File: config.mk
export PLATFORM = sky130hd
export DESIGN_NAME = led_cube_layer_scan_driver_top
export DESIGN_NICKNAME = d
export VERILOG_FILES = /design/src/rtl/lcls_pkg.sv /design/src/rtl/led_cube_layer_scan_driver_top.sv /design/src/rtl/lcls_ram.sv
export SDC_FILE = /design/constraint.sdc
export NUM_CORES = 1
export LEC_CHECK = 0
export BUFFER_PORTS_ARGS = -buffer_cell sky130_fd_sc_hd__buf_2
export CAP_MARGIN = 20
export CELL_PAD_IN_SITES_DETAIL_PLACEMENT = 0
export CELL_PAD_IN_SITES_GLOBAL_PLACEMENT = 1
export CORE_ASPECT_RATIO = 1.5
export CORE_MARGIN = 2
export CORE_UTILIZATION = 46
export DETAILED_ROUTE_END_ITERATION = 8
export PLACE_DENSITY = 0.75
export SLEW_MARGIN = 20
export SYNTH_ARGS = -nofsm -noshare
export SYNTH_HDL_FRONTEND = slang
export SYNTH_SLANG_ARGS = --single-unit
File: constraint.sdc
create_clock -name clk -period 5.1 [get_ports clk]
set_clock_uncertainty 0.2 [all_clocks]
set_input_delay 0 -clock clk [delete_from_list [all_inputs] [get_ports clk]]
set_output_delay 0 -clock clk [all_outputs]
set_load 0.02 [all_outputs]
File: src/rtl/lcls_pkg.sv
// ----------------------------------------------------------------------------
// lcls_pkg
// types, constants and byte-forming functions of the led cube layer scan driver
// ----------------------------------------------------------------------------
package lcls_pkg;

  localparam int CUBE_N   = 5;
  localparam int ROWS     = CUBE_N * CUBE_N;
  localparam int ROW_W    = 3 * CUBE_N;
  localparam int ROW_AW   = $clog2(ROWS);
  localparam int VARIANTS = 3;

  localparam logic [2:0] TOP_ROW   = 3'(CUBE_N - 1);
  localparam logic [2:0] TOP_LAYER = 3'(CUBE_N - 1);

  // item kinds
  localparam logic [1:0] KIND_WRITE = 2'd0;
  localparam logic [1:0] KIND_CLEAR = 2'd1;
  localparam logic [1:0] KIND_TICK  = 2'd2;

  // emitted colour order
  localparam logic [1:0] COL_RED   = 2'd0;
  localparam logic [1:0] COL_BLUE  = 2'd1;
  localparam logic [1:0] COL_GREEN = 2'd2;

  typedef struct packed {
    logic [1:0] kind;
    logic [2:0] pos_x;
    logic [2:0] pos_y;
    logic [2:0] pos_z;
    logic [2:0] colour_bits;
  } item_t;

  typedef struct packed {
    logic [7:0] out_byte;
    logic       last;
  } result_t;

  localparam logic [7:0] LAYER_SEL [VARIANTS][CUBE_N][2] = '{
    '{'{8'h01, 8'h09}, '{8'h28, 8'h80}, '{8'h50, 8'h40}, '{8'h84, 8'h24}, '{8'h02, 8'h12}},
    '{'{8'h00, 8'h01}, '{8'h00, 8'h02}, '{8'h00, 8'h20}, '{8'h00, 8'h40}, '{8'h00, 8'h80}},
    '{'{8'h01, 8'h09}, '{8'h02, 8'h02}, '{8'h48, 8'h80}, '{8'hA0, 8'h40}, '{8'h04, 8'h24}}
  };

  // x position feeding bits 1..5, per variant and emitted colour
  localparam logic [2:0] X_MAP [VARIANTS][3][CUBE_N] = '{
    '{'{3'd1, 3'd0, 3'd2, 3'd3, 3'd4}, '{3'd1, 3'd0, 3'd2, 3'd3, 3'd4},
      '{3'd1, 3'd0, 3'd4, 3'd3, 3'd2}},
    '{'{3'd1, 3'd0, 3'd2, 3'd3, 3'd4}, '{3'd1, 3'd0, 3'd4, 3'd3, 3'd2},
      '{3'd1, 3'd0, 3'd2, 3'd3, 3'd4}},
    '{'{3'd3, 3'd4, 3'd2, 3'd1, 3'd0}, '{3'd3, 3'd4, 3'd2, 3'd1, 3'd0},
      '{3'd3, 3'd4, 3'd2, 3'd1, 3'd0}}
  };

  // store bit per emitted colour: red bit0, blue bit2, green bit1
  localparam logic [1:0] COLOUR_BIT [3] = '{2'd0, 2'd2, 2'd1};

  function automatic logic [ROW_AW-1:0] row_addr(logic [2:0] y, logic [2:0] z);
    return ROW_AW'({z, 2'b00}) + ROW_AW'(z) + ROW_AW'(y);
  endfunction

  function automatic logic [7:0] layer_byte(logic [1:0] v, logic [2:0] z, logic second);
    logic [7:0] b;
    b = '0;
    if (v < 2'(VARIANTS) && z <= TOP_LAYER) begin
      b = LAYER_SEL[v][z][second];
    end
    return b;
  endfunction

  function automatic logic [7:0] row_byte(logic [1:0] v, logic [1:0] c,
                                          logic [ROW_W-1:0] row);
    logic [7:0] acc;
    logic [3:0] bit_idx;
    acc = '0;
    if (v < 2'(VARIANTS) && c <= COL_GREEN) begin
      for (int b = 0; b < CUBE_N; b++) begin
        bit_idx = 4'(X_MAP[v][c][b]) * 4'd3 + 4'(COLOUR_BIT[c]);
        acc[b + 1] = row[bit_idx];
      end
    end
    return acc;
  endfunction

endpackage

File: src/rtl/led_cube_layer_scan_driver_top.sv
// ----------------------------------------------------------------------------
// led_cube_layer_scan_driver_top
// scan driver for a 5x5x5 rgb led cube: voxel store and 17-byte layer frames
// ----------------------------------------------------------------------------
//   channel   direction  payload          handshake
//   item      in         lcls_pkg::item_t   item_valid / item_ready
//   res       out        lcls_pkg::result_t res_valid / res_ready
//   cfg       in         board_variant    cfg_we (no wait)
//
// a tick first steps the layer, then sends one byte a cycle while res is not
// stalled, paced by the single read port of the row ram.
// a voxel write reads the row, then merges and writes it back; clear and
// ignored items leave the sequencer in idle. every stall on res holds the sequencer in place.
// reset clears the store at once through per-row valid bits, no sweep.
// ----------------------------------------------------------------------------
module led_cube_layer_scan_driver_top (
  input  logic              clk,
  input  logic              rst,
  input  logic              item_valid,
  output logic              item_ready,
  input  lcls_pkg::item_t   item,
  output logic              res_valid,
  input  logic              res_ready,
  output lcls_pkg::result_t res,
  input  logic              cfg_we,
  input  logic [1:0]        cfg_wdata
);

  typedef enum logic [4:0] {
    S_IDLE   = 5'b00001,
    S_WMERGE = 5'b00010,
    S_LSEL0  = 5'b00100,
    S_LSEL1  = 5'b01000,
    S_ROWS   = 5'b10000
  } state_t;

  state_t state, state_next;

  logic [1:0]                    board_variant;
  logic [2:0]                    layer, layer_next;
  logic [1:0]                    colour, colour_next;
  logic [2:0]                    row_y, row_y_next;
  logic [2:0]                    wr_x, wr_x_next;
  logic [2:0]                    wr_colour, wr_colour_next;
  logic [lcls_pkg::ROW_AW-1:0]   wr_addr, wr_addr_next;
  logic [lcls_pkg::ROWS-1:0]     row_valid;
  logic                          rd_valid;

  logic                          ram_we;
  logic                          ram_re;
  logic [lcls_pkg::ROW_AW-1:0]   ram_raddr;
  logic [lcls_pkg::ROW_W-1:0]    ram_wdata;
  logic [lcls_pkg::ROW_W-1:0]    ram_rdata;
  logic [lcls_pkg::ROW_W-1:0]    row_data;
  logic [3:0]                    wr_off;

  logic                          clear_all;
  logic                          out_free;
  logic                          load;
  lcls_pkg::result_t             load_beat;
  logic                          in_range;

  lcls_ram #(
    .WIDTH(lcls_pkg::ROW_W),
    .DEPTH(lcls_pkg::ROWS)
  ) u_rows (
    .clk  (clk),
    .we   (ram_we),
    .waddr(wr_addr),
    .wdata(ram_wdata),
    .re   (ram_re),
    .raddr(ram_raddr),
    .rdata(ram_rdata)
  );

  // a row never written since reset or clear reads as all off
  assign row_data   = rd_valid ? ram_rdata : '0;
  assign wr_off     = 4'(wr_x) * 4'd3;
  assign out_free   = !res_valid || res_ready;
  assign item_ready = (state == S_IDLE);
  assign in_range   = (item.pos_x <= lcls_pkg::TOP_ROW) && (item.pos_y <= lcls_pkg::TOP_ROW)
                   && (item.pos_z <= lcls_pkg::TOP_LAYER);

  always_comb begin
    ram_wdata = row_data;
    ram_wdata[wr_off +: 3] = wr_colour;
  end

  always_comb begin
    state_next     = state;
    layer_next     = layer;
    colour_next    = colour;
    row_y_next     = row_y;
    wr_x_next      = wr_x;
    wr_colour_next = wr_colour;
    wr_addr_next   = wr_addr;
    clear_all      = 1'b0;
    ram_we         = 1'b0;
    ram_re         = 1'b0;
    ram_raddr      = lcls_pkg::row_addr(item.pos_y, item.pos_z);
    load           = 1'b0;
    load_beat      = '0;
    unique case (state)
      S_IDLE: begin
        if (item_valid) begin
          unique case (item.kind)
            lcls_pkg::KIND_WRITE: begin
              if (in_range) begin
                ram_re         = 1'b1;
                wr_addr_next   = lcls_pkg::row_addr(item.pos_y, item.pos_z);
                wr_x_next      = item.pos_x;
                wr_colour_next = item.colour_bits;
                state_next     = S_WMERGE;
              end
            end
            lcls_pkg::KIND_CLEAR: begin
              clear_all = 1'b1;
            end
            lcls_pkg::KIND_TICK: begin
              layer_next = (layer >= lcls_pkg::TOP_LAYER) ? 3'd0 : layer + 3'd1;
              state_next = S_LSEL0;
            end
            default: ;
          endcase
        end
      end
      S_WMERGE: begin
        ram_we     = 1'b1;
        state_next = S_IDLE;
      end
      S_LSEL0: begin
        if (out_free) begin
          load               = 1'b1;
          load_beat.out_byte = lcls_pkg::layer_byte(board_variant, layer, 1'b0);
          state_next         = S_LSEL1;
        end
      end
      S_LSEL1: begin
        if (out_free) begin
          load               = 1'b1;
          load_beat.out_byte = lcls_pkg::layer_byte(board_variant, layer, 1'b1);
          ram_re             = 1'b1;
          ram_raddr          = lcls_pkg::row_addr(lcls_pkg::TOP_ROW, layer);
          colour_next        = lcls_pkg::COL_RED;
          row_y_next         = lcls_pkg::TOP_ROW;
          state_next         = S_ROWS;
        end
      end
      S_ROWS: begin
        if (out_free) begin
          load               = 1'b1;
          load_beat.out_byte = lcls_pkg::row_byte(board_variant, colour, row_data);
          if (row_y == 3'd0) begin
            if (colour == lcls_pkg::COL_GREEN) begin
              load_beat.last = 1'b1;
              state_next     = S_IDLE;
            end else begin
              colour_next = colour + 2'd1;
              row_y_next  = lcls_pkg::TOP_ROW;
              ram_re      = 1'b1;
              ram_raddr   = lcls_pkg::row_addr(lcls_pkg::TOP_ROW, layer);
            end
          end else begin
            // fetch the next row while this beat goes out
            row_y_next = row_y - 3'd1;
            ram_re     = 1'b1;
            ram_raddr  = lcls_pkg::row_addr(row_y - 3'd1, layer);
          end
        end
      end
      default: state_next = S_IDLE;
    endcase
  end

  always_ff @(posedge clk) begin
    if (rst) begin
      state         <= S_IDLE;
      layer         <= '0;
      board_variant <= '0;
      row_valid     <= '0;
      rd_valid      <= 1'b0;
      res_valid     <= 1'b0;
    end else begin
      state <= state_next;
      layer <= layer_next;
      if (cfg_we) begin
        board_variant <= cfg_wdata;
      end
      if (clear_all) begin
        row_valid <= '0;
      end else if (ram_we) begin
        row_valid[wr_addr] <= 1'b1;
      end
      if (ram_re) begin
        rd_valid <= row_valid[ram_raddr];
      end
      if (load) begin
        res_valid <= 1'b1;
      end else if (res_ready) begin
        res_valid <= 1'b0;
      end
    end
  end

  always_ff @(posedge clk) begin
    colour    <= colour_next;
    row_y     <= row_y_next;
    wr_x      <= wr_x_next;
    wr_colour <= wr_colour_next;
    wr_addr   <= wr_addr_next;
    if (load) begin
      res <= load_beat;
    end
  end

endmodule

File: src/rtl/lcls_ram.sv
// ----------------------------------------------------------------------------
// lcls_ram
// generic single-write, single-read ram with registered read data
// ----------------------------------------------------------------------------
module lcls_ram #(
  parameter int WIDTH = 8,
  parameter int DEPTH = 32
) (
  input  logic                     clk,
  input  logic                     we,
  input  logic [$clog2(DEPTH)-1:0] waddr,
  input  logic [WIDTH-1:0]         wdata,
  input  logic                     re,
  input  logic [$clog2(DEPTH)-1:0] raddr,
  output logic [WIDTH-1:0]         rdata
);

  logic [WIDTH-1:0] mem [DEPTH];

  always_ff @(posedge clk) begin
    if (we) begin
      mem[waddr] <= wdata;
    end
    if (re) begin
      rdata <= mem[raddr];
    end
  end

endmodule

==> summary.md <==
| Metric | Value |
|---|---|
| # nets final | `1,708` |
| Worst hold path startpoint | `item[8]` |
| Period utilization | `93.6%` |
| Crit-path leading delay family | `compound AO/OA/AOI/OAI gates` |
| Fmax | `0.209 GHz` |
| CTS tree | `built` |
| Netlist cell types | `79` |
| Post-cts sizing count | `0` |
| Die Y-Extent | `261 um` |
| Least-Margin Pin Slew | `1020 ps` |
| CTS clk-pin slew, worst paths | `80 ps` |
| Routability cong. | `0.870` |
| R2r startpoint | `layer[0]$_SDFFE_PP0P_` |
| Max-slew violations | `0` |
| Worst Setup End Kind | `flop` |
| Sw Share | `25.2%` |
| Endpoints failing hold | `0` |
| CP Class | `primary input to flop` |
| Power Density | `349 nW/um^2` |
| DRC Markers | `0` |
| First-pass GRT wire length | `82,000 um` |
| Worst Hold Path Cells | `5` |
| Area growth syn-to-layout | `13.9%` |
| Layout fillers | `3,657` |
| Setup TNS Final | `0 ps` |
| Setup crit start kind | `primary input` |
| TritonCTS Buffers | `42` |
| Hold endpoint | `wr_x[2]$_DFFE_PP_` |
| Input/output buffers | `31` |
| Post-Syn Area | `20,300 um^2` |
| Full die area | `45,800 um^2` |
| Mapped Nets | `1,603` |
| GRT Total Usage | `24.1%` |
| Starting Density | `46.4%` |
| NetSw | `2.03 mW` |
| Critical Path RT | `5180 ps` |
| Most frequent cells in the layout | `415 x edfxtp_1, 227 x nand2_1, 120 x mux2i_1` |
| Vias in the first global route | `13.4k` |
| Share of layout cells above drive strength 1 | `14.5%` |
| Setup-failing EPs final | `0` |
| DRT antenna net count | `0` |
| Commonest non-fill, non-tap cell in the layout | `edfxtp_1` |
| Clock Power Share | `37.3%` |
| Final wirelength | `54,800 um` |
| WP buf/inv | `4` |
| Flop pwr share | `50.1%` |
| Row count | `94` |
| Global route overflow | `0` |
| Peak VDD IR | `0.208 mV` |
| Pleak | `8.09 nW` |
| Reg-to-reg slack, setup | `540 ps` |
| Synthesized area per cell | `13.2 um^2` |
| Yosys reg bits | `452` |
| Vias | `13.3k` |
| Root buf cell | `clkbuf_16` |
| Post CTS Setup Buffer Count | `0` |
| Crit-path max FO | `14` |
| Critical-path top delay cell | `dlygate4sd3_1` |
| Min-delay worst type | `primary input to flop` |
| Internal power | `6.04 mW` |
| CTS max path bufs | `3` |
| Post-synth EDFFs | `415` |
| Largest net degree at the start of global routing | `51` |
| Top FF cell, synth | `edfxtp_1` |
| WP data arrival | `4860 ps` |
| Core Util, Final | `52.8%` |
| Drt first pass iters | `5` |
| Antenna violations before repair | `0` |
| Status | `finished clean` |
| Maxcap violations | `0` |
| Logic gate share of total power | `12.6%` |
| Crit Reg-Reg Endpoint | `u_rows.rdata[4]$_DFFE_PP_` |
| Core Region | `43,800 um^2` |
| Unrepaired setup endpoints after global routing | `no` |
| Antenna diode count | `0` |
| Slowest Stage Delay on Critical Path | `570 ps` |
| Number of synthesis warnings | `0` |
| Post-DP HPWL | `35,800 um` |
| IO Pins | `32` |
| Asr flop ratio synth | `0%` |
| WHS | `66.5 ps` |
| Relative slew slack | `31.8%` |
| Die width | `176 um` |
| Routed WL per cell | `24.4 um` |
| Fin crit period | `4770 ps` |
| Worst R2R Path Depth | `11` |
| DR vias/cell | `5.90` |
| CP Cell Sequence | `dlygate4sd3_1 > buf_2 > ha_1 > dlygate4sd3_1 > ha_1 > fa_1 > xor2_1 > mux2i_1 > a211oi_1 > a221o_1 > buf_4 > a221oi_1 > o221ai_1 > nand3_1` |
| Clk sinks | `452` |
| Starting DRC count in detailed routing | `1,199` |
| Gate count of the mapped netlist | `1,537` |
| Clk Latency, worst-skew pair | `560 ps` |
| CTS H-tree lvls | `2` |
| Sequential share of the synthesized area | `65.1%` |
==> cell type report <==
| cell class | count | area [um^2] | share of cell area (%) |
|---|---|---|---|
| sequential | 452 | 13200 | 57.1 |
| multi-input combinational | 947 | 6580 | 28.5 |
| clock buffer | 50 | 1100 | 4.77 |
| timing repair buffer | 139 | 1090 | 4.71 |
| tap | 576 | 721 | 3.12 |
| inverter | 60 | 225 | 0.974 |
| clock inverter | 25 | 196 | 0.850 |
==> repair_timing <==
| item | 4_1_cts | 5_1_grt |
|---|---|---|
| endpoints found under the hold margin | 60 | 0 |
| setup endpoints to repair | 0 | 0 |
| hold buffers | 34 | 0 |
==> how the worst max path moves through the flow <==
stage                     startpoint                    endpoint  slack, ps  cells past startpoint
2_1_floorplan      wr_x[0]$_DFFE_PP_  u_rows.mem[0][4]$_DFFE_PP_        640                      8
3_3_place_gp   layer[0]$_SDFFE_PP0P_   u_rows.rdata[1]$_DFFE_PP_        740                     11
3_5_place_dp   layer[0]$_SDFFE_PP0P_   u_rows.rdata[1]$_DFFE_PP_        630                     11
4_1_cts                      item[4]   u_rows.rdata[1]$_DFFE_PP_        380                     14
5_1_grt                      item[4]  u_rows.rdata[11]$_DFFE_PP_        120                     14
6_report                     item[4]   u_rows.rdata[4]$_DFFE_PP_        330                     14
==> worst reg2reg max path: stages, from the launching register on <==
cell      delay, ps
dfxtp_1         610
clkinv_1        360
ha_1            440
ha_1            350
a21oi_1         180
a211oi_1        100
a211oi_1        480
a221o_1         570
buf_4           340
a221oi_1         80
o221ai_1        460
nand3_1         140
==> synthesized netlist by cell type, drive strengths merged, types with 27 or more instances <==
cell	n	area, um^2
a21oi	36	180
o21a	27	203
ha	37	463
edfxtp	415	12500
dfxtp	37	741
o21ai	37	185
nand4	33	206
buf	38	262
a32oi	30	263
nand3	97	490
nand2	227	852
nor2	90	355
clkbuf	40	150
mux2i	121	1210
inv	58	218
==> logic make-up (layout without fill, tap and decap cells) <==
family | Yosys count | after routing | synth area share, %
fa+ha+maj | 45 | 45 | 3.07
mux | 151 | 151 | 8.30
buf+inv | 138 | 274 | 3.14
simple gates | 514 | 514 | 11.7
flops | 452 | 452 | 65.1
xor+xnor | 12 | 12 | 0.518
compound gates | 225 | 225 | 8.24
==> flip-flops by register name, indices dropped and copies added, names as in the netlist, 2 cells and up <==
signal         flops
u_rows.mem       375
res                9
colour             2
wr_x               3
state              5
wr_addr            5
row_valid         25
board_variant      2
wr_colour          3
layer              3
row_y              3
u_rows.rdata      15
==> power by group through the flow <==
stage | clock [mW] | combinational [mW] | sequential (mW)
2_1_floorplan | 0 | 0.660 | 4.12
4_1_cts | 3.05 | 1.02 | 4.05
3_5_place_dp | 0 | 0.990 | 4.13
3_3_place_gp | 0 | 0.978 | 4.13
5_1_grt | 3.19 | 1.10 | 4.04
6_report | 3.01 | 1.02 | 4.05
==> per-stage QoR <==
stage / instances / setup slack (ps) / power, mW / instance area (um^2)
floorplan: 1537 / 643 / 4.78 / 20300
global placement: 2140 / 741 / 5.10 / 21500
detailed placement: 2140 / 627 / 5.12 / 21500
CTS: 2249 / 378 / 8.12 / 23100
global route: 2249 / 117 / 8.33 / 23100
finish: 2249 / 326 / 8.07 / 23100
==> layer usage <==
metal  GRT usage (%)  wire [um]  vias up
met5               0          0        -
met4            14.3       3550        0
met3            2.64       2770      148
met2            44.2      28800      463
met1            27.1      19700     6653
li1                -          -     6006
Power figures use the tool's default switching activity.
